==> src/rtl/core/q2r_pkg.sv <==
`default_nettype none
package q2r_pkg;
  localparam int FracBitsDefault = 14;
  localparam int FieldWidth = 16;
  localparam int Lanes = 9;

  typedef struct packed {
    logic valid;
    logic zero;
  } ctl_t;
endpackage
`default_nettype wire

==> src/rtl/core/q2r_cell.sv <==
`default_nettype none
module q2r_cell
  import q2r_pkg::*;
#(
  parameter int FRAC_BITS = FracBitsDefault,
  localparam int W = FRAC_BITS + 34
) (
  input  wire logic                          clk,
  input  wire logic                          rst,
  input  wire logic                          adv,
  input  wire ctl_t                          ctl_i,
  input  wire logic [Lanes-1:0][W-1:0]       rem_i,
  input  wire logic [W-1:0]                  den_i,
  input  wire logic [Lanes-1:0]              neg_i,
  input  wire logic [Lanes-1:0][FRAC_BITS:0] q_i,
  output ctl_t                               ctl_o,
  output logic [Lanes-1:0][W-1:0]            rem_o,
  output logic [W-1:0]                       den_o,
  output logic [Lanes-1:0]                   neg_o,
  output logic [Lanes-1:0][FRAC_BITS:0]      q_o
);
  logic [Lanes-1:0]        ge;
  logic [Lanes-1:0][W-1:0] rem_next;

  always_comb begin
    for (int k = 0; k < Lanes; k++) begin
      ge[k] = rem_i[k] >= den_i;
      rem_next[k] = (ge[k] ? rem_i[k] - den_i : rem_i[k]) << 1;
    end
  end

  always_ff @(posedge clk) begin
    if (rst) begin
      ctl_o <= '0;
    end else if (adv) begin
      ctl_o <= ctl_i;
    end
  end

  always_ff @(posedge clk) begin
    if (adv) begin
      rem_o <= rem_next;
      den_o <= den_i;
      neg_o <= neg_i;
      for (int k = 0; k < Lanes; k++) begin
        q_o[k] <= {q_i[k][FRAC_BITS-1:0], ge[k]};
      end
    end
  end
endmodule
`default_nettype wire

==> config.mk <==
export PLATFORM = sky130hd
export DESIGN_NAME = q2r_cell
export DESIGN_NICKNAME = d
export VERILOG_FILES = /design/src/rtl/core/q2r_pkg.sv /design/src/rtl/core/q2r_cell.sv
export SDC_FILE = /design/constraint.sdc
export NUM_CORES = 2
export LEC_CHECK = 0
export BUFFER_PORTS_ARGS = -buffer_cell sky130_fd_sc_hd__buf_2
export CAP_MARGIN = 15
export CORE_AREA = 2 2 493 495
export CTS_CLUSTER_SIZE = 16
export DETAILED_ROUTE_END_ITERATION = 10
export DIE_AREA = 0 0 495 497
export GPL_TIMING_DRIVEN = 0
export HOLD_SLACK_MARGIN = 0.02
export PLACE_DENSITY = 0.39
export SETUP_SLACK_MARGIN = 0.4
export SLEW_MARGIN = 20
export SYNTH_ARGS = -nofsm -noshare
export SYNTH_HDL_FRONTEND = slang
export SYNTH_SLANG_ARGS = --single-unit
==> constraint.sdc <==
create_clock -name clk -period 7.79 [get_ports clk]
set_clock_uncertainty 0.15 [all_clocks]
set_input_delay 1.558 -clock clk [delete_from_list [all_inputs] [get_ports clk]]
set_output_delay 1.558 -clock clk [all_outputs]
set_load 0.02 [all_outputs]
==> flow_metrics.tcl <==
set metrics [dict create \
    yosysWarnings 0 \
    grt_start_max_net_pins 85 \
    rsz0062_at_grt "no" \
    ys_seq_elements 617 \
    period_needed_ns 6.24 \
    cts.clk_slew.worst_paths_ns 0.06 \
    avgViaCountPerCell 4.75 \
    final_util_pct 25.3 \
    placed_area_um2 57500 \
    clock_path_buffers 3 \
    drc 0 \
    syn_area_um2 46100 \
    cp-start-kind "input pin" \
    max_freq_mhz 160 \
    avgRoutedWirePerCell_um 29.0 \
    synth_cell_types 83 \
    cts_hold_buffers 0 \
    async_reset_ff_share_pct 0 \
    cts_setup_buffers 0 \
    synth-edff-count 615 \
    r2r_slack_ns 7.06 \
    numClockSinks 617 \
    io_buffers 1236 \
    drtIter0Drc 3720 \
    wirelength_mm 278 \
    hold_violations 0 \
    root_buffer "clkbuf_16" \
    final_area_um2 60700 \
    cts_resized 0 \
    fillCellCount 26200 \
    cap_violations 0 \
    hold_path_class "reg2reg" \
    outcome "complete, no violations" \
    clkLatencyLatePin_ns 0.74 \
    criticalPathCategory "in2reg" \
    num-nets-final 7337 \
    yosysSeqAreaShare_pct 40.2 \
    grt_pass1_vias 44500 \
    num_rows 180 \
    vias 45600 \
    crit_family "buffers and inverters" \
    grt_remaining_overflow 0 \
    synth_ff_type "edfxtp_1" \
    power_density_nw_per_um2 215 \
    max_stage_delay_ns 0.73 \
    slew_headroom_pct 17.6 \
    cts_tree "built" \
    antenna_found_initial 145 \
    p_total_mw 13.1 \
    slew_violations 0 \
    setup_violations 0 \
    worst-path-buf-inv 3 \
    synthCells 4876 \
    worst_slew_pin_slew_ns 1.21 \
    cts_made_buffers 89 \
    worst_ir_drop_vdd_v 0.000152 \
    place.gp.congestion 0.908 \
    grt_pass1_wl_mm 369 \
    drive_gt1_share_pct 25.2 \
    core_um2 240000 \
    finalCritPeriodShare_pct 80.1 \
    die_w_um 495 \
    area_growth_syn_to_layout_pct 31.8 \
    arrival_ns 6.55 \
    worstPathRequired_ns 8.10 \
    ant_nets 0 \
    path_cells "buf_4, ha_1, fa_1, nand2b_1, a21oi_1, o21ai_0, a21boi_0, o211ai_1, nand3_1, o311ai_0, a21oi_1, nor2_1, clkbuf_1, clkbuf_1, o21ai_0" \
    leakage_nw 26.3 \
    avgSynthCellArea_um2 9.45 \
    h-tree-depth 3 \
    io_pins 1255 \
    gr-usage-all-layers_pct 21.6 \
    crit_path_top_delay_cell "nor2_1" \
    die_y_um 497 \
    hpwl_mm 232 \
    firstDrtPassIters 6 \
    die_area_um2 246000 \
    start_util_pct 19.2 \
    path_max_fanout 10 \
    worst_setup_path_end_kind "register" \
]
-- routing by layer --
| metal | vias to the layer above | share of wire (%) | GRT usage (%) |
|---|---|---|---|
| met4 | 62 | 5.7 | 11.1 |
| met3 | 444 | 7.7 | 5.33 |
| met2 | 1904 | 48 | 36.7 |
| met1 | 22100 | 39 | 25.0 |
| met5 | - | 0.15 | 0 |
| li1 | 21100 | - | - |
-- cell type report --
cell class / instances / area, um2 / area share, %
well taps: 3185 / 3990 / 6.56
repair buffers: 1292 / 7460 / 12.3
plain buffers: 201 / 818 / 1.35
flip-flops and latches: 617 / 18500 / 30.5
clock buffers: 101 / 2270 / 3.74
clock inverters: 63 / 724 / 1.19
diodes: 71 / 178 / 0.293
inverters: 188 / 706 / 1.16
multi-input cells: 3878 / 26100 / 42.9
-- kinds of logic (layout without fill, tap and decap cells) --
logic type | Yosys count | after routing | share of synthesized area (%)
compound gates | 1677 | 1677 | 22.6
xor+xnor | 369 | 369 | 7.02
fa+ha+maj | 441 | 441 | 12.1
buf+inv | 389 | 1845 | 3.31
flops | 617 | 617 | 40.2
mux | 62 | 62 | 1.50
other cells | 1 | 80 | 0.00814
simple gates | 1320 | 1320 | 13.3
-- worst reg2reg max path, cell delays in order, from the launching register on --
cell and delay (ns):
dfxtp_1 0.31, mux2i_1 0.12, nor2_1 0.05
-- through the flow --
stage	TNS [ns]	cells	hold WS [ns]	worst slack [ns]
6_report	0	9596	0.347	1.55
5_1_grt	0	9554	0.381	1.37
4_1_cts	0	9525	0.351	1.63
3_5_place_dp	0	9361	0.335	0.806
3_3_place_gp	-3638.13	9305	0.325	-6.16
2_1_floorplan	0	4884	0.429	2.69
-- path summary, 6_finish.rpt --
path / start / cells past startpoint / endpoint
setup / recovery: den_i[0] / 15 / rem_o[241]
hold reg to reg: ctl_o[1] / 2 / ctl_o[1]
hold / removal: ctl_o[1] / 2 / ctl_o[1]
setup reg to reg: ctl_o[1] / 2 / ctl_o[1]
-- layout by cell type (no fill, tap or decap), types with 47 or more instances in the layout --
| cell | instances |
|---|---|
| clkbuf_16 | 89 |
| nor2b_1 | 52 |
| o21bai_1 | 55 |
| buf_2 | 1245 |
| nor3_1 | 52 |
| ha_1 | 432 |
| clkbuf_1 | 169 |
| edfxtp_1 | 615 |
| a31oi_1 | 47 |
| nand2_1 | 578 |
| xor2_1 | 155 |
| o31ai_1 | 51 |
| nand2b_1 | 50 |
| mux2_2 | 56 |
| nand4_1 | 103 |
| xnor2_1 | 214 |
| inv_2 | 49 |
| diode_2 | 71 |
| nand3_1 | 86 |
| nor2_1 | 244 |
| o21a_1 | 50 |
| a211oi_1 | 49 |
| inv_1 | 139 |
| a21oi_1 | 431 |
| a21o_1 | 290 |
| o21ai_0 | 509 |
-- sequential cells by signal, indices dropped and copies added (netlist names) --
name,count
ctl_o,2
den_o,48
neg_o,9
q_o,135
rem_o,423
-- power breakdown --
| group | switching, mW | internal [mW] | total [mW] |
|---|---|---|---|
| registers | 0.161 | 4.19 | 4.35 |
| clock network | 1.83 | 2.40 | 4.23 |
| logic | 3.00 | 1.48 | 4.48 |
| total | 4.99 | 8.07 | 13.1 |
-- synthesized netlist by cell type, types with 11 or more instances --
cell type / n / area share, %
buf_2: 12 / 0.13
nor2b_1: 52 / 0.71
and4_1: 15 / 0.29
edfxtp_1: 615 / 40
clkbuf_1: 157 / 1.3
and2_1: 16 / 0.22
o21bai_1: 55 / 0.90
a21boi_0: 14 / 0.23
a211o_1: 13 / 0.25
xnor2_1: 214 / 4.1
o31ai_1: 51 / 0.83
o21ai_0: 509 / 5.5
a21o_1: 290 / 4.7
nand4_1: 103 / 1.4
o21a_1: 50 / 0.82
o211ai_1: 21 / 0.34
nand2_1: 578 / 4.7
and3_1: 35 / 0.48
o31a_1: 22 / 0.42
a221o_1: 11 / 0.24
nand3_1: 86 / 0.93
a31oi_1: 47 / 0.64
mux2_2: 56 / 1.4
ha_1: 432 / 12
nor4_1: 18 / 0.24
xor2_1: 155 / 2.9
nand2b_1: 50 / 0.68
nor2_1: 244 / 2.0
or3_1: 22 / 0.30
a211oi_1: 49 / 0.80
buf_1: 21 / 0.17
inv_1: 186 / 1.5
nor3_1: 52 / 0.57
a21oi_1: 431 / 4.7
o21ai_1: 11 / 0.12
or2_2: 21 / 0.29
Power figures use the tool's default switching activity.
